### config.mk
export PLATFORM = sky130hd
export DESIGN_NAME = packed_key_value_table
export DESIGN_NICKNAME = d
export VERILOG_FILES = /design/src/design/kvt_pkg.sv /design/src/design/kvt_store.sv /design/src/design/packed_key_value_table.sv
export SDC_FILE = /design/constraint.sdc
export NUM_CORES = 1
export LEC_CHECK = 0
export BUFFER_PORTS_ARGS = -buffer_cell sky130_fd_sc_hd__buf_2
export CAP_MARGIN = 20
export CORE_UTILIZATION = 41
export DETAILED_ROUTE_END_ITERATION = 16
export HOLD_SLACK_MARGIN = 0.1
export MAX_ROUTING_LAYER = met4
export SYNTH_ARGS = -nofsm -noshare
export SYNTH_HDL_FRONTEND = slang
export SYNTH_HIERARCHICAL = 1
export SYNTH_SLANG_ARGS = --single-unit
### constraint.sdc
create_clock -name aclk -period 7.1 [get_ports aclk]
set_input_delay 0.355 -clock aclk [delete_from_list [all_inputs] [get_ports aclk]]
set_output_delay 0.355 -clock aclk [all_outputs]
set_load 0.05 [all_outputs]
### src/design/kvt_pkg.sv
package kvt_pkg;

    localparam int ACTION_BITS = 2;
    localparam int STATUS_BITS = 3;
    localparam int WORD_BITS   = 32;
    localparam int COUNT_BITS  = 5;

    localparam logic [ACTION_BITS-1:0] ACT_SET    = 2'd0;
    localparam logic [ACTION_BITS-1:0] ACT_GET    = 2'd1;
    localparam logic [ACTION_BITS-1:0] ACT_REMOVE = 2'd2;

    localparam logic [STATUS_BITS-1:0] STAT_UPDATED  = 3'd0;
    localparam logic [STATUS_BITS-1:0] STAT_INSERTED = 3'd1;
    localparam logic [STATUS_BITS-1:0] STAT_FOUND    = 3'd2;
    localparam logic [STATUS_BITS-1:0] STAT_MISSING  = 3'd3;
    localparam logic [STATUS_BITS-1:0] STAT_FULL     = 3'd4;

    typedef enum logic [2:0] {
        ST_IDLE,
        ST_SEARCH,
        ST_SHIFT_RD,
        ST_SHIFT_WR,
        ST_RESPOND
    } state_t;

endpackage

### src/design/kvt_store.sv
module kvt_store #(
    parameter int DEPTH = 16,
    parameter int KW    = 32,
    parameter int VW    = 32,
    parameter int AW    = 4
) (
    input  logic          aclk,
    input  logic          wr_en,
    input  logic [AW-1:0] wr_addr,
    input  logic [KW-1:0] wr_key,
    input  logic [VW-1:0] wr_value,
    input  logic          rd_en,
    input  logic [AW-1:0] rd_addr,
    output logic [KW-1:0] rd_key,
    output logic [VW-1:0] rd_value
);

    logic [KW-1:0] key_mem   [DEPTH];
    logic [VW-1:0] value_mem [DEPTH];

    always_ff @(posedge aclk) begin
        if (wr_en) begin
            key_mem[wr_addr]   <= wr_key;
            value_mem[wr_addr] <= wr_value;
        end
    end

    always_ff @(posedge aclk) begin
        if (rd_en) begin
            rd_key   <= key_mem[rd_addr];
            rd_value <= value_mem[rd_addr];
        end
    end

endmodule

### src/design/packed_key_value_table.sv
// Key-value table of up to CAPACITY pairs kept packed in insertion order in a
// single-port-read memory. Each transaction sets, gets or removes one key and
// returns one result. The key search reads one stored entry per cycle. A
// remove that hits shifts every later entry down one place through the same
// read and write ports. The input is not ready while a transaction is in
// progress; a finished result waits in the output register while the next
// one is searched, and that one waits to respond until the first is taken.
module packed_key_value_table #(
    parameter int CAPACITY   = 16,
    parameter int KEY_BITS   = 32,
    parameter int VALUE_BITS = 32
) (
    input  logic                              aclk,
    input  logic                              aresetn,
    input  logic                              s_valid,
    output logic                              s_ready,
    input  logic [kvt_pkg::ACTION_BITS-1:0]   s_action,
    input  logic [kvt_pkg::WORD_BITS-1:0]     s_key,
    input  logic [kvt_pkg::WORD_BITS-1:0]     s_value,
    output logic                              m_valid,
    input  logic                              m_ready,
    output logic [kvt_pkg::STATUS_BITS-1:0]   m_status,
    output logic [kvt_pkg::WORD_BITS-1:0]     m_read_value,
    output logic [kvt_pkg::COUNT_BITS-1:0]    m_entry_count
);

    localparam int KW = (KEY_BITS < kvt_pkg::WORD_BITS) ? KEY_BITS : kvt_pkg::WORD_BITS;
    localparam int VW = (VALUE_BITS < kvt_pkg::WORD_BITS) ? VALUE_BITS : kvt_pkg::WORD_BITS;
    localparam int AW = (CAPACITY > 1) ? $clog2(CAPACITY) : 1;
    localparam int CW = $clog2(CAPACITY + 1);
    localparam logic [CW-1:0] CAP = CW'(CAPACITY);

    kvt_pkg::state_t                 state_reg, state_next;
    logic [kvt_pkg::ACTION_BITS-1:0] act_reg, act_next;
    logic [KW-1:0]                   key_reg, key_next;
    logic [VW-1:0]                   value_reg, value_next;
    logic [CW-1:0]                   count_reg, count_next;
    logic [CW-1:0]                   scan_reg, scan_next;
    logic                            pend_reg, pend_next;
    logic [kvt_pkg::STATUS_BITS-1:0] res_status_reg, res_status_next;
    logic [VW-1:0]                   res_value_reg, res_value_next;
    logic                            m_valid_reg, m_valid_next;
    logic [kvt_pkg::STATUS_BITS-1:0] m_status_reg, m_status_next;
    logic [kvt_pkg::WORD_BITS-1:0]   m_read_value_reg, m_read_value_next;
    logic [kvt_pkg::COUNT_BITS-1:0]  m_entry_count_reg, m_entry_count_next;

    logic          wr_en;
    logic [AW-1:0] wr_addr;
    logic [KW-1:0] wr_key;
    logic [VW-1:0] wr_value;
    logic          rd_en;
    logic [AW-1:0] rd_addr;
    logic [KW-1:0] rd_key;
    logic [VW-1:0] rd_value;
    logic          hit;
    logic [CW-1:0] prev_pos;

    kvt_store #(
        .DEPTH (CAPACITY),
        .KW    (KW),
        .VW    (VW),
        .AW    (AW)
    ) u_store (
        .aclk     (aclk),
        .wr_en    (wr_en),
        .wr_addr  (wr_addr),
        .wr_key   (wr_key),
        .wr_value (wr_value),
        .rd_en    (rd_en),
        .rd_addr  (rd_addr),
        .rd_key   (rd_key),
        .rd_value (rd_value)
    );

    assign s_ready       = (state_reg == kvt_pkg::ST_IDLE);
    assign m_valid       = m_valid_reg;
    assign m_status      = m_status_reg;
    assign m_read_value  = m_read_value_reg;
    assign m_entry_count = m_entry_count_reg;

    assign hit      = pend_reg && (rd_key == key_reg);
    assign prev_pos = scan_reg - 1'b1;

    always_ff @(posedge aclk) begin
        if (!aresetn) begin
            state_reg   <= kvt_pkg::ST_IDLE;
            count_reg   <= '0;
            pend_reg    <= 1'b0;
            m_valid_reg <= 1'b0;
        end else begin
            state_reg   <= state_next;
            count_reg   <= count_next;
            pend_reg    <= pend_next;
            m_valid_reg <= m_valid_next;
        end
    end

    always_ff @(posedge aclk) begin
        act_reg           <= act_next;
        key_reg           <= key_next;
        value_reg         <= value_next;
        scan_reg          <= scan_next;
        res_status_reg    <= res_status_next;
        res_value_reg     <= res_value_next;
        m_status_reg      <= m_status_next;
        m_read_value_reg  <= m_read_value_next;
        m_entry_count_reg <= m_entry_count_next;
    end

    always_comb begin
        state_next         = state_reg;
        act_next           = act_reg;
        key_next           = key_reg;
        value_next         = value_reg;
        count_next         = count_reg;
        scan_next          = scan_reg;
        pend_next          = 1'b0;
        res_status_next    = res_status_reg;
        res_value_next     = res_value_reg;
        m_valid_next       = m_valid_reg && !m_ready;
        m_status_next      = m_status_reg;
        m_read_value_next  = m_read_value_reg;
        m_entry_count_next = m_entry_count_reg;
        wr_en              = 1'b0;
        wr_addr            = prev_pos[AW-1:0];
        wr_key             = key_reg;
        wr_value           = value_reg;
        rd_en              = 1'b0;
        rd_addr            = scan_reg[AW-1:0];

        unique case (state_reg)
            kvt_pkg::ST_IDLE: begin
                if (s_valid) begin
                    act_next        = s_action;
                    key_next        = s_key[KW-1:0];
                    value_next      = s_value[VW-1:0];
                    scan_next       = '0;
                    res_status_next = kvt_pkg::STAT_MISSING;
                    res_value_next  = '0;
                    state_next      = kvt_pkg::ST_SEARCH;
                end
            end
            kvt_pkg::ST_SEARCH: begin
                if (hit) begin
                    unique case (act_reg)
                        kvt_pkg::ACT_SET: begin
                            wr_en           = 1'b1;
                            res_status_next = kvt_pkg::STAT_UPDATED;
                            state_next      = kvt_pkg::ST_RESPOND;
                        end
                        kvt_pkg::ACT_GET: begin
                            res_value_next  = rd_value;
                            res_status_next = kvt_pkg::STAT_FOUND;
                            state_next      = kvt_pkg::ST_RESPOND;
                        end
                        kvt_pkg::ACT_REMOVE: begin
                            res_status_next = kvt_pkg::STAT_FOUND;
                            state_next      = kvt_pkg::ST_SHIFT_RD;
                        end
                        default: begin
                            state_next = kvt_pkg::ST_RESPOND;
                        end
                    endcase
                end else if (scan_reg >= count_reg) begin
                    if (act_reg == kvt_pkg::ACT_SET) begin
                        if (count_reg < CAP) begin
                            wr_en           = 1'b1;
                            wr_addr         = count_reg[AW-1:0];
                            count_next      = count_reg + 1'b1;
                            res_status_next = kvt_pkg::STAT_INSERTED;
                        end else begin
                            res_status_next = kvt_pkg::STAT_FULL;
                        end
                    end
                    state_next = kvt_pkg::ST_RESPOND;
                end else begin
                    rd_en     = 1'b1;
                    scan_next = scan_reg + 1'b1;
                    pend_next = 1'b1;
                end
            end
            kvt_pkg::ST_SHIFT_RD: begin
                if (scan_reg < count_reg) begin
                    rd_en      = 1'b1;
                    state_next = kvt_pkg::ST_SHIFT_WR;
                end else begin
                    count_next = count_reg - 1'b1;
                    state_next = kvt_pkg::ST_RESPOND;
                end
            end
            kvt_pkg::ST_SHIFT_WR: begin
                wr_en      = 1'b1;
                wr_key     = rd_key;
                wr_value   = rd_value;
                scan_next  = scan_reg + 1'b1;
                state_next = kvt_pkg::ST_SHIFT_RD;
            end
            kvt_pkg::ST_RESPOND: begin
                if (!m_valid_reg || m_ready) begin
                    m_valid_next       = 1'b1;
                    m_status_next      = res_status_reg;
                    m_read_value_next  = kvt_pkg::WORD_BITS'(res_value_reg);
                    m_entry_count_next = kvt_pkg::COUNT_BITS'(count_reg);
                    state_next         = kvt_pkg::ST_IDLE;
                end
            end
            default: begin
                state_next = kvt_pkg::ST_IDLE;
            end
        endcase
    end

    a_count_bound: assert property (@(posedge aclk) disable iff (!aresetn)
        count_reg <= CAP)
        else $error("entry count exceeds capacity");

    a_one_in_flight: assert property (@(posedge aclk) disable iff (!aresetn)
        s_valid && s_ready |=> !s_ready)
        else $error("input accepted while a transaction is in progress");

    a_full_only_at_capacity: assert property (@(posedge aclk) disable iff (!aresetn)
        state_reg == kvt_pkg::ST_RESPOND && res_status_reg == kvt_pkg::STAT_FULL
        |-> count_reg == CAP)
        else $error("table full reported below capacity");

    a_result_held: assert property (@(posedge aclk) disable iff (!aresetn)
        m_valid && !m_ready |=> m_valid && $stable(m_status) && $stable(m_read_value)
        && $stable(m_entry_count))
        else $error("pending result changed before it was taken");

    a_write_in_range: assert property (@(posedge aclk) disable iff (!aresetn)
        wr_en |-> {1'b0, wr_addr} < {1'b0, AW'(CAPACITY - 1)} + 1'b1)
        else $error("write beyond table capacity");

endmodule
==> report_table.html, run 1 <==
<table>
<tr><th>Metric</th><th>Value</th></tr>
<tr><th colspan="2">Outcome</th></tr>
<tr><td>Outcome</td><td>completed</td></tr>
<tr><th colspan="2">Worst setup path</th></tr>
<tr><td>Worst setup slack for register-to-register paths</td><td>between 1.5 and 2 ns</td></tr>
<tr><td>Family of cells with the greatest summed delay on the critical path</td><td>simple AND/OR/NAND/NOR gates</td></tr>
<tr><td>Slowest cell on the critical path</td><td>sky130_fd_sc_hd__nor3_2</td></tr>
<tr><td>Worst path buffer plus inverter count</td><td>1</td></tr>
<tr><td>Data required time at the worst endpoint</td><td>about 7.5 ns</td></tr>
<tr><td>Cells along the critical path</td><td>xor2_1, nor4_1, nand4_1, nor3_2, nor3_2, mux2i_1, nand2b_1, nor2_4, buf_4</td></tr>
<tr><td>Critical Path Most Common Cell</td><td>sky130_fd_sc_hd__nor3_2</td></tr>
<tr><td>Critical path arrival</td><td>around 5.9 ns</td></tr>
<tr><td>Crit Path Class</td><td>reg -&gt; reg</td></tr>
<tr><td>Kind of end point of the critical path</td><td>flip-flop</td></tr>
<tr><td>Crit Path Max Fanout</td><td>25</td></tr>
<tr><td>Longest individual stage delay on the worst path</td><td>between 0.8 and 0.9 ns</td></tr>
<tr><td>Startpoint types</td><td>flip-flop</td></tr>
<tr><th colspan="2">Placed design</th></tr>
<tr><td>Pre-CTS setup slack</td><td>approximately 1.7 ns</td></tr>
<tr><td>Cell area after placement</td><td>around 50000 µm²</td></tr>
<tr><td>Post-DP HPWL</td><td>about 61 mm</td></tr>
<tr><td>Port bufs</td><td>roughly 110</td></tr>
<tr><td>Gp weighted congestion</td><td>around 0.81</td></tr>
<tr><th colspan="2">Timing</th></tr>
<tr><td>Unrepaired setup endpoints after global routing</td><td>no</td></tr>
<tr><td>Slew at the pin closest to its max-slew limit</td><td>between 1 and 1.5 ns</td></tr>
<tr><td>Post-route setup slack</td><td>1.62 ns</td></tr>
<tr><td>Number of setup violations in the final report</td><td>0</td></tr>
<tr><td>Endpoints failing hold</td><td>0</td></tr>
<tr><td>Peak clock frequency supported by timing</td><td>around 0.18 GHz</td></tr>
<tr><td>Final critical delay including setup and external delays</td><td>about 5.5 ns</td></tr>
<tr><td>Worst slew margin relative to its limit</td><td>26.4%</td></tr>
<tr><td>Total count of max-transition violations in the final report</td><td>0</td></tr>
<tr><td>Worst clock skew</td><td>around 0.032 ns</td></tr>
<tr><td>Final cycle utilization of the critical path</td><td>between 70% and 80%</td></tr>
<tr><th colspan="2">Synthesis</th></tr>
<tr><td>Cell type with the highest aggregate area in the netlist</td><td>sky130_fd_sc_hd__edfxtp_1</td></tr>
<tr><td>Post-Syn Area per Cell</td><td>about 23 µm²</td></tr>
<tr><td>Yosys top cell area share</td><td>roughly four fifths</td></tr>
<tr><td>Post-synthesis cell area</td><td>approximately 47000 µm²</td></tr>
<tr><td>Count of mapped cells out of synthesis</td><td>around 2100</td></tr>
<tr><td>Portion of the post-synthesis area used by sequential elements</td><td>between 70% and 80%</td></tr>
<tr><td>Largest cells by area after synthesis</td><td>sky130_fd_sc_hd__edfxtp_1 79%, sky130_fd_sc_hd__mux4_2 12%, sky130_fd_sc_hd__a22oi_1 2.0%, sky130_fd_sc_hd__mux2_2 1.5%, sky130_fd_sc_hd__nand2_1 0.67%</td></tr>
<tr><td>Syn Nets</td><td>roughly 2200</td></tr>
<tr><td>Adder-cell area share of the yosys netlist</td><td>less than 1%</td></tr>
<tr><td>Async set-reset flop share out of synthesis</td><td>0%</td></tr>
<tr><td>Count of flip-flops with a built-in enable after synthesis</td><td>between 1000 and 1500</td></tr>
<tr><td>Top cells by instance count after synthesis</td><td>1234 x sky130_fd_sc_hd__edfxtp_1, 256 x sky130_fd_sc_hd__mux4_2, 128 x sky130_fd_sc_hd__a22oi_1</td></tr>
<tr><td>Xor-xnor portion of the synthesized cell area</td><td>less than 1%</td></tr>
<tr><td>Dominant synthesized flop cell</td><td>sky130_fd_sc_hd__edfxtp_1</td></tr>
<tr><td>Number of warning messages in the yosys log</td><td>6</td></tr>
<tr><td>Share of synthesized area spent on multiplexers</td><td>between 10% and 20%</td></tr>
<tr><td>Simple-Gate Fraction of Synth Area</td><td>about 1.9%</td></tr>
<tr><td>Synth Area in Compound Gates</td><td>2.45%</td></tr>
<tr><td>Number of flip-flops and latches in the synthesized netlist</td><td>1244</td></tr>
<tr><td>Library cell with the highest instance count after synthesis</td><td>sky130_fd_sc_hd__edfxtp_1</td></tr>
<tr><td>Combinational family with the most area after synthesis</td><td>multiplexers</td></tr>
<tr><td>Number of library cell types mapped by synthesis</td><td>44</td></tr>
<tr><th colspan="2">Detailed routing</th></tr>
<tr><td>First-pass iteration count of the detailed router</td><td>5</td></tr>
<tr><td>Count of routing violations after the opening detailed-route iteration</td><td>2214</td></tr>
<tr><td>WL final</td><td>106 mm</td></tr>
<tr><td>Vias</td><td>21900</td></tr>
<tr><td>Detailed-route vias per instance</td><td>5.56</td></tr>
<tr><td>Final ANT Viol Nets</td><td>0</td></tr>
<tr><td>Average wire per cell in the routed design</td><td>26.8 µm</td></tr>
<tr><td>Number of remaining DRC errors</td><td>0</td></tr>
<tr><th colspan="2">Clock network</th></tr>
<tr><td>Number of buffers created by CTS</td><td>130</td></tr>
<tr><td>Clock net sink count</td><td>approximately 1200</td></tr>
<tr><td>Post-cts hold buffer count</td><td>between 60 and 70</td></tr>
<tr><td>Maximum level of the CTS H-tree</td><td>4</td></tr>
<tr><td>Clock-pin slew on the worst setup and hold paths</td><td>approximately 0.060 ns</td></tr>
<tr><td>Buffer levels on the longest clock path</td><td>3</td></tr>
<tr><td>Post-CTS setup repair buffer count</td><td>0</td></tr>
<tr><td>Clock tree from TritonCTS</td><td>yes</td></tr>
<tr><td>Clock latency on the worst-skew pair</td><td>approximately 0.73 ns</td></tr>
<tr><td>Gates resized, CTS repair</td><td>0</td></tr>
<tr><td>Cell chosen for the clock root</td><td>sky130_fd_sc_hd__clkbuf_16</td></tr>
<tr><th colspan="2">Final layout</th></tr>
<tr><td>Area growth, synth to finish</td><td>15.3%</td></tr>
<tr><td>Post-layout nets</td><td>2427</td></tr>
<tr><td>Area of all placed cells without fillers</td><td>around 54000 µm²</td></tr>
<tr><td>Largest registers ranked by flip-flop count</td><td>u_store/key_mem x512, u_store/value_mem x512</td></tr>
<tr><td>Fraction of layout cells with a size suffix above 1</td><td>around 28%</td></tr>
<tr><th colspan="2">GRT</th></tr>
<tr><td>Met1 track demand over resource in global routing</td><td>26.5%</td></tr>
<tr><td>GR Util All Layers</td><td>19.0%</td></tr>
<tr><td>GR Layer Usage met2</td><td>28.5%</td></tr>
<tr><td>First-pass GRT wire length</td><td>~160 mm</td></tr>
<tr><td>Via count of the first global-routing pass</td><td>about 23000</td></tr>
<tr><td>Layer with the highest usage</td><td>met2</td></tr>
<tr><td>Pin count of the biggest net entering global routing</td><td>150</td></tr>
<tr><td>Overflow after GRT</td><td>0</td></tr>
<tr><td>Met3 Use GR</td><td>between 3 and 4%</td></tr>
<tr><td>Antenna violations before repair</td><td>3</td></tr>
<tr><th colspan="2">Floorplanning</th></tr>
<tr><td>DIE AREA</td><td>116000 µm²</td></tr>
<tr><td>Number of top-level design ports</td><td>~110</td></tr>
<tr><td>Chip Height</td><td>~340 µm</td></tr>
<tr><td>Floorplan row count</td><td>roughly 120</td></tr>
<tr><td>Initial Util</td><td>approximately two fifths</td></tr>
<tr><td>Die Width</td><td>about 340 µm</td></tr>
<tr><td>Core footprint</td><td>113000 µm²</td></tr>
<tr><th colspan="2">Power</th></tr>
<tr><td>Leakage power</td><td>around 0.017 µW</td></tr>
<tr><td>Max IR drop VDD</td><td>slightly below 0.0002 V</td></tr>
<tr><td>Total Power</td><td>roughly 17000 µW</td></tr>
<tr><td>Cell Pwr Density</td><td>a little over 300 nW/µm²</td></tr>
<tr><th colspan="2">Hold path</th></tr>
<tr><td>Min-delay worst type</td><td>in -&gt; reg</td></tr>
<tr><th colspan="2">Job</th></tr>
<tr><td>MaxCap Viol Count</td><td>0</td></tr>
</table>
## kinds of logic after synthesis
logic type,after synthesis
flops,1244
fa+ha+maj,15
mux,327
compound gates,158
simple gates,189
xor+xnor,39
buf+inv,109
## stage by stage
step           TNS, ns  cells  util (%)  hold slack [ns]
5_1_grt              0   3941      47.9            0.286
3_5_place_dp         0   3640      43.8            0.405
2_1_floorplan   -17.15   2081         -            0.400
4_1_cts              0   3939      47.9            0.231
3_3_place_gp         0   3640      43.8            0.403
6_report             0   3941      47.9            0.282
## tightest hold or removal path: stages
cell and delay, ns:
sky130_fd_sc_hd__buf_2 0.15, sky130_fd_sc_hd__a21oi_1 0.15, sky130_fd_sc_hd__a211oi_1 0.15
## metal layers
| metal | up-vias | wire length (µm) | part of all wire, % |
|---|---|---|---|
| li1 | 9260 | - | - |
| met1 | 11700 | 46500 | 44 |
| met2 | 798 | 49600 | 47 |
| met3 | 161 | 6800 | 6.4 |
| met4 | 0 | 2880 | 2.7 |
| met5 | - | 0 | 0 |
## placed cells by master (no fill, tap or decap), drive strengths merged, types with 3 or more instances in the layout
| master | netlist | layout |
|---|---|---|
| xnor2 | 5 | 5 |
| nand2 | 84 | 84 |
| a21oi | 13 | 13 |
| nand4 | 3 | 3 |
| and2 | 34 | 34 |
| clkbuf | 42 | 162 |
| nand3 | 5 | 5 |
| clkinvlp | 0 | 6 |
| edfxtp | 1234 | 1234 |
| inv | 11 | 18 |
| a21o | 4 | 4 |
| mux2 | 65 | 65 |
| nor2b | 5 | 5 |
| bufinv | 0 | 6 |
| clkinv | 0 | 49 |
| xor2 | 34 | 34 |
| o21ai | 5 | 5 |
| dfxtp | 10 | 10 |
| dlygate4sd3 | 0 | 69 |
| mux2i | 6 | 6 |
| a22oi | 128 | 128 |
| buf | 56 | 158 |
| nand2b | 4 | 4 |
| nor2 | 26 | 26 |
| nor4 | 9 | 9 |
| mux4 | 256 | 256 |
| ha | 14 | 14 |
| nor3 | 11 | 11 |
## path summary, 6_finish.rpt
check,from,to,cells past startpoint
worst max-delay path,key_reg[4],u_store/value_mem[6][27],9
worst min-delay path,s_valid,scan_reg[0],3
worst max register to register,key_reg[4],u_store/value_mem[6][27],9
worst min register to register,res_value_reg[12],m_read_value[12],0
## power breakdown
group | internal [µW] | switching, µW | leakage (µW)
Sequential | 8350 | 60.9 | 0.0113
Clock | 3690 | 2750 | 0.00195
Combinational | 655 | 1070 | 0.00400
Total | 12700 | 3880 | 0.0172
## layout make-up
cell class | instances | area (µm²)
clock inverters | 68 | 561
clock buffers | 162 | 3460
inverters | 11 | 42.5
flip-flops and latches | 1244 | 37300
multi-input cells | 728 | 9320
well taps | 1500 | 1880
repair buffers | 227 | 1630
diodes | 1 | 2.50
fillers | 9197 | 58800
No activity file was read; power rests on OpenSTA's default activity.
==> run 2: changes to the inputs <==
--- a/config.mk
+++ b/config.mk
@@ -5,6 +5,7 @@
 export SDC_FILE = /design/constraint.sdc
 export NUM_CORES = 1
 export LEC_CHECK = 0
+export ABC_AREA = 1
 export BUFFER_PORTS_ARGS = -buffer_cell sky130_fd_sc_hd__buf_2
 export CAP_MARGIN = 20
 export CORE_UTILIZATION = 41
==> constraint.sdc (replaced) <==
create_clock -name aclk -period 5.15 [get_ports aclk]
set_input_delay 0.2575 -clock aclk [delete_from_list [all_inputs] [get_ports aclk]]
set_output_delay 0.2575 -clock aclk [all_outputs]
set_load 0.05 [all_outputs]
==> report_table.html, run 2 <==
<table>
<tr><th>Metric</th><th>Value</th></tr>
<tr><th colspan="2">Worst setup path</th></tr>
<tr><td>Slowest cell on the critical path</td><td>sky130_fd_sc_hd__nor2_4</td></tr>
<tr><td>Critical path arrival</td><td>4.38 ns (-1.47 ns)</td></tr>
<tr><td>Longest individual stage delay on the worst path</td><td>0.71 ns (-0.13 ns)</td></tr>
<tr><td>Crit Path Class</td><td>reg -&gt; reg</td></tr>
<tr><td>Startpoint types</td><td>flip-flop</td></tr>
<tr><td>Crit Path Max Fanout</td><td>32 (+28%)</td></tr>
<tr><td>Cells along the critical path</td><td>inv_1, ha_1, nand2_1, nor2_4, nand2_2, nand3_2, a21oi_1, nor2_2, nand4_2, o21ai_1, inv_1, nor2_1, nand2_1, nor2_4, buf_12</td></tr>
<tr><td>Data required time at the worst endpoint</td><td>5.58 ns (-1.89 ns)</td></tr>
<tr><td>Kind of end point of the critical path</td><td>flip-flop</td></tr>
<tr><th colspan="2">GRT</th></tr>
<tr><td>Met3 Use GR</td><td>3.14% (-0.22 points)</td></tr>
<tr><td>Overflow after GRT</td><td>0 (unchanged)</td></tr>
<tr><td>GR Layer Usage met2</td><td>33.0% (+4.5 points)</td></tr>
<tr><td>Layer with the highest usage</td><td>met2</td></tr>
<tr><td>First-pass GRT wire length</td><td>203 mm (+31%)</td></tr>
<tr><td>Pin count of the biggest net entering global routing</td><td>198 (+32%)</td></tr>
<tr><td>GR Util All Layers</td><td>21.2% (+2.2 points)</td></tr>
<tr><td>Via count of the first global-routing pass</td><td>32800 (+44%)</td></tr>
<tr><td>Antenna violations before repair</td><td>5 (+2)</td></tr>
<tr><td>Met1 track demand over resource in global routing</td><td>29.3% (+2.7 points)</td></tr>
<tr><th colspan="2">Final layout</th></tr>
<tr><td>Post-layout nets</td><td>5255 (+120%)</td></tr>
<tr><td>Antenna diode count</td><td>0 (-1)</td></tr>
<tr><td>Most common library cell in the layout ignoring fill and taps</td><td>sky130_fd_sc_hd__nand2_1</td></tr>
<tr><td>Area growth, synth to finish</td><td>14.5%</td></tr>
<tr><td>Final standard cell count with taps included and fillers excluded</td><td>7005 (+78%)</td></tr>
<tr><td>Fraction of layout cells with a size suffix above 1</td><td>8.91% (-19 points)</td></tr>
<tr><td>Fillers</td><td>11600 (+27%)</td></tr>
<tr><td>Largest registers ranked by flip-flop count</td><td>u_store/key_mem x512, u_store/value_mem x512</td></tr>
<tr><td>Most frequent cells in the layout</td><td>1546 x sky130_fd_sc_hd__nand2_1, 1234 x sky130_fd_sc_hd__edfxtp_1, 891 x sky130_fd_sc_hd__inv_1</td></tr>
<tr><td>Area of all placed cells without fillers</td><td>60900 µm² (+12%)</td></tr>
<tr><th colspan="2">Timing</th></tr>
<tr><td>Minimum hold slack</td><td>0.197 ns (-0.0851 ns)</td></tr>
<tr><td>Endpoints failing hold</td><td>0 (unchanged)</td></tr>
<tr><td>Post-route setup slack</td><td>1.19 ns (-0.427 ns)</td></tr>
<tr><td>Final cycle utilization of the critical path</td><td>76.8% (-0.35 points)</td></tr>
<tr><td>Number of setup violations in the final report</td><td>0 (unchanged)</td></tr>
<tr><td>Worst clock skew</td><td>0.0301 ns (-0.00184 ns)</td></tr>
<tr><td>Total count of max-transition violations in the final report</td><td>0 (unchanged)</td></tr>
<tr><td>Worst slew margin relative to its limit</td><td>26.3% (-0.11 points)</td></tr>
<tr><td>Peak clock frequency supported by timing</td><td>0.253 GHz (+38%)</td></tr>
<tr><td>Unrepaired setup endpoints after global routing</td><td>no</td></tr>
<tr><td>Total Neg Setup Slack</td><td>0 ns (unchanged)</td></tr>
<tr><td>Final critical delay including setup and external delays</td><td>3.96 ns (-1.52 ns)</td></tr>
<tr><td>Slew at the pin closest to its max-slew limit</td><td>1.11 ns (+0.00169 ns)</td></tr>
<tr><th colspan="2">Clock network</th></tr>
<tr><td>Clock tree from TritonCTS</td><td>yes</td></tr>
<tr><td>Gates resized, CTS repair</td><td>0 (unchanged)</td></tr>
<tr><td>Cell chosen for the clock root</td><td>sky130_fd_sc_hd__clkbuf_16</td></tr>
<tr><td>Clock net sink count</td><td>1244 (unchanged)</td></tr>
<tr><td>Maximum level of the CTS H-tree</td><td>4 (unchanged)</td></tr>
<tr><td>Clock latency on the worst-skew pair</td><td>0.76 ns (+0.03 ns)</td></tr>
<tr><td>Buffer levels on the longest clock path</td><td>3 (unchanged)</td></tr>
<tr><td>Number of buffers created by CTS</td><td>132 (+1.5%)</td></tr>
<tr><td>Clock-pin slew on the worst setup and hold paths</td><td>0.06 ns (about the same)</td></tr>
<tr><th colspan="2">Outcome</th></tr>
<tr><td>Outcome</td><td>completed</td></tr>
<tr><th colspan="2">Power</th></tr>
<tr><td>Proportion of total power due to net switching</td><td>30.3% (+6.9 points)</td></tr>
<tr><td>Net switching power</td><td>8110 µW (+110%)</td></tr>
<tr><td>Clk pwr share</td><td>35.0% (-3.8 points)</td></tr>
<tr><td>Total internal power</td><td>18600 µW (+47%)</td></tr>
<tr><td>Max IR drop VDD</td><td>0.000314 V (+58%)</td></tr>
<tr><td>Leakage power</td><td>0.0256 µW (+49%)</td></tr>
<tr><td>Cell Pwr Density</td><td>439 nW/µm² (+43%)</td></tr>
<tr><td>Seq pwr share</td><td>44.3% (-6.5 points)</td></tr>
<tr><td>Combinational Power Share</td><td>20.7% (+10 points)</td></tr>
<tr><th colspan="2">Placed design</th></tr>
<tr><td>Cell area after placement</td><td>55900 µm² (+13%)</td></tr>
<tr><td>Gp weighted congestion</td><td>0.834 (+2.8%)</td></tr>
<tr><td>Port bufs</td><td>111 (unchanged)</td></tr>
<tr><td>Pre-CTS setup slack</td><td>1.22 ns (-0.510 ns)</td></tr>
<tr><td>Number of instances in the placed design</td><td>6687 (+84%)</td></tr>
<tr><td>Post-DP HPWL</td><td>69.7 mm (+15%)</td></tr>
<tr><th colspan="2">Synthesis</th></tr>
<tr><td>Post-Syn Area per Cell</td><td>10.7 µm² (-52%)</td></tr>
<tr><td>Portion of the post-synthesis area used by sequential elements</td><td>70.0% (-9.3 points)</td></tr>
<tr><td>Largest cells by area after synthesis</td><td>sky130_fd_sc_hd__edfxtp_1 70%, sky130_fd_sc_hd__nand2_1 11%, sky130_fd_sc_hd__nand3_1 7.4%, sky130_fd_sc_hd__inv_1 6.3%, sky130_fd_sc_hd__buf_2 1.1%</td></tr>
<tr><td>Syn Nets</td><td>5045 (+130%)</td></tr>
<tr><td>Yosys top cell area share</td><td>69.7% (-9.2 points)</td></tr>
<tr><td>Number of library cell types mapped by synthesis</td><td>41 (-6.8%)</td></tr>
<tr><td>Post-synthesis cell area</td><td>53200 µm² (+13%)</td></tr>
<tr><td>Number of flip-flops and latches in the synthesized netlist</td><td>1244 (unchanged)</td></tr>
<tr><td>Library cell with the highest instance count after synthesis</td><td>sky130_fd_sc_hd__nand2_1</td></tr>
<tr><td>Number of warning messages in the yosys log</td><td>6 (unchanged)</td></tr>
<tr><td>Dominant synthesized flop cell</td><td>sky130_fd_sc_hd__edfxtp_1</td></tr>
<tr><td>Count of mapped cells out of synthesis</td><td>4960 (+140%)</td></tr>
<tr><td>Async set-reset flop share out of synthesis</td><td>0% (unchanged)</td></tr>
<tr><td>Cell type with the highest aggregate area in the netlist</td><td>sky130_fd_sc_hd__edfxtp_1</td></tr>
<tr><td>Top cells by instance count after synthesis</td><td>1548 x sky130_fd_sc_hd__nand2_1, 1234 x sky130_fd_sc_hd__edfxtp_1, 892 x sky130_fd_sc_hd__inv_1</td></tr>
<tr><td>Count of flip-flops with a built-in enable after synthesis</td><td>1234 (unchanged)</td></tr>
<tr><th colspan="2">Floorplanning</th></tr>
<tr><td>Initial Util</td><td>41.5% (-0.083 points)</td></tr>
<tr><td>Core footprint</td><td>128000 µm² (+13%)</td></tr>
<tr><td>DIE AREA</td><td>131000 µm² (+13%)</td></tr>
<tr><td>Floorplan row count</td><td>131 (+6.5%)</td></tr>
<tr><td>Chip Height</td><td>362 µm (+6.4%)</td></tr>
<tr><td>Number of top-level design ports</td><td>112 (unchanged)</td></tr>
<tr><td>Die Width</td><td>362 µm (+6.4%)</td></tr>
<tr><th colspan="2">Detailed routing</th></tr>
<tr><td>Average wire per cell in the routed design</td><td>19.4 µm (-28%)</td></tr>
<tr><td>Detailed-route vias per instance</td><td>4.96 (-11%)</td></tr>
<tr><td>Number of remaining DRC errors</td><td>0 (unchanged)</td></tr>
<tr><td>Final ANT Viol Nets</td><td>0 (unchanged)</td></tr>
<tr><td>Count of routing violations after the opening detailed-route iteration</td><td>3391 (+53%)</td></tr>
<tr><td>WL final</td><td>136 mm (+28%)</td></tr>
<tr><td>First-pass iteration count of the detailed router</td><td>5 (unchanged)</td></tr>
<tr><td>Vias</td><td>34700 (+58%)</td></tr>
<tr><th colspan="2">Job</th></tr>
<tr><td>MaxCap Viol Count</td><td>0 (unchanged)</td></tr>
<tr><th colspan="2">Hold path</th></tr>
<tr><td>Min-delay worst type</td><td>in -&gt; reg</td></tr>
</table>
## run 2: cells by family after synthesis
logic type	Yosys count	synth area share [%]
mux	2	0.0423
fa+ha+maj	15	0.367
xor+xnor	13	0.214
buf+inv	1132	8.91
compound gates	94	0.950
flops	1244	70.0
simple gates	2460	19.5
## run 2: repair_timing
item                                   in CTS  in global routing
endpoints found under the hold margin      76                  0
hold buffers                               70                  0
buffers inserted                            0                  0
## run 2: power by group through the flow
stage | clock [µW] | combinational [µW] | sequential [µW]
floorplan | 0 | 3780 | 12100
global placement | 0 | 5430 | 12100
detailed placement | 0 | 5460 | 12100
CTS | 9520 | 5530 | 11900
global route | 9880 | 6090 | 11900
finish | 9360 | 5530 | 11900
## run 2: metal layers
metal | part of all wire, % | routed length, µm
met2 | 47 | 63200
met4 | 1.8 | 2490
met1 | 45 | 60900
met5 | 0 | 0
met3 | 6.8 | 9170
## run 2: per-stage QoR
| stage | power [µW] | util [%] |
|---|---|---|
| after floorplan | 15900 | - |
| after global placement | 17500 | 43.6 |
| after detailed placement | 17500 | 43.6 |
| after CTS | 26900 | 47.5 |
| after global routing | 27900 | 47.5 |
| final | 26700 | 47.5 |
## run 2: critical path: cells and delay by family, from the launching register on
kind	cells	cell delay [ns]
compound gates	2	0.37
fa+ha+maj	1	0.33
buf+inv	3	0.60
flops	1	0.42
simple gates	9	1.88
## run 2: cell type report
type / count / area, µm² / area share (%)
tap: 1729 / 2160 / 3.55
sequential: 1244 / 37300 / 61.2
clock inverter: 74 / 706 / 1.16
clock buffer: 166 / 3530 / 5.79
multi-input combinational: 2584 / 11300 / 18.6
timing repair buffer: 305 / 2470 / 4.06
inverter: 903 / 3430 / 5.63
## run 2: path summary, 6_finish.rpt
check	from	depth (start not counted)	slack, ns	endpoint
worst max-delay path	count_reg[4]	15	1.19	u_store/value_mem[6][17]
worst min-delay path	s_value[8]	2	0.20	value_reg[8]
worst max register to register	count_reg[4]	15	1.19	u_store/value_mem[6][17]
worst min register to register	res_value_reg[17]	0	0.42	m_read_value[17]
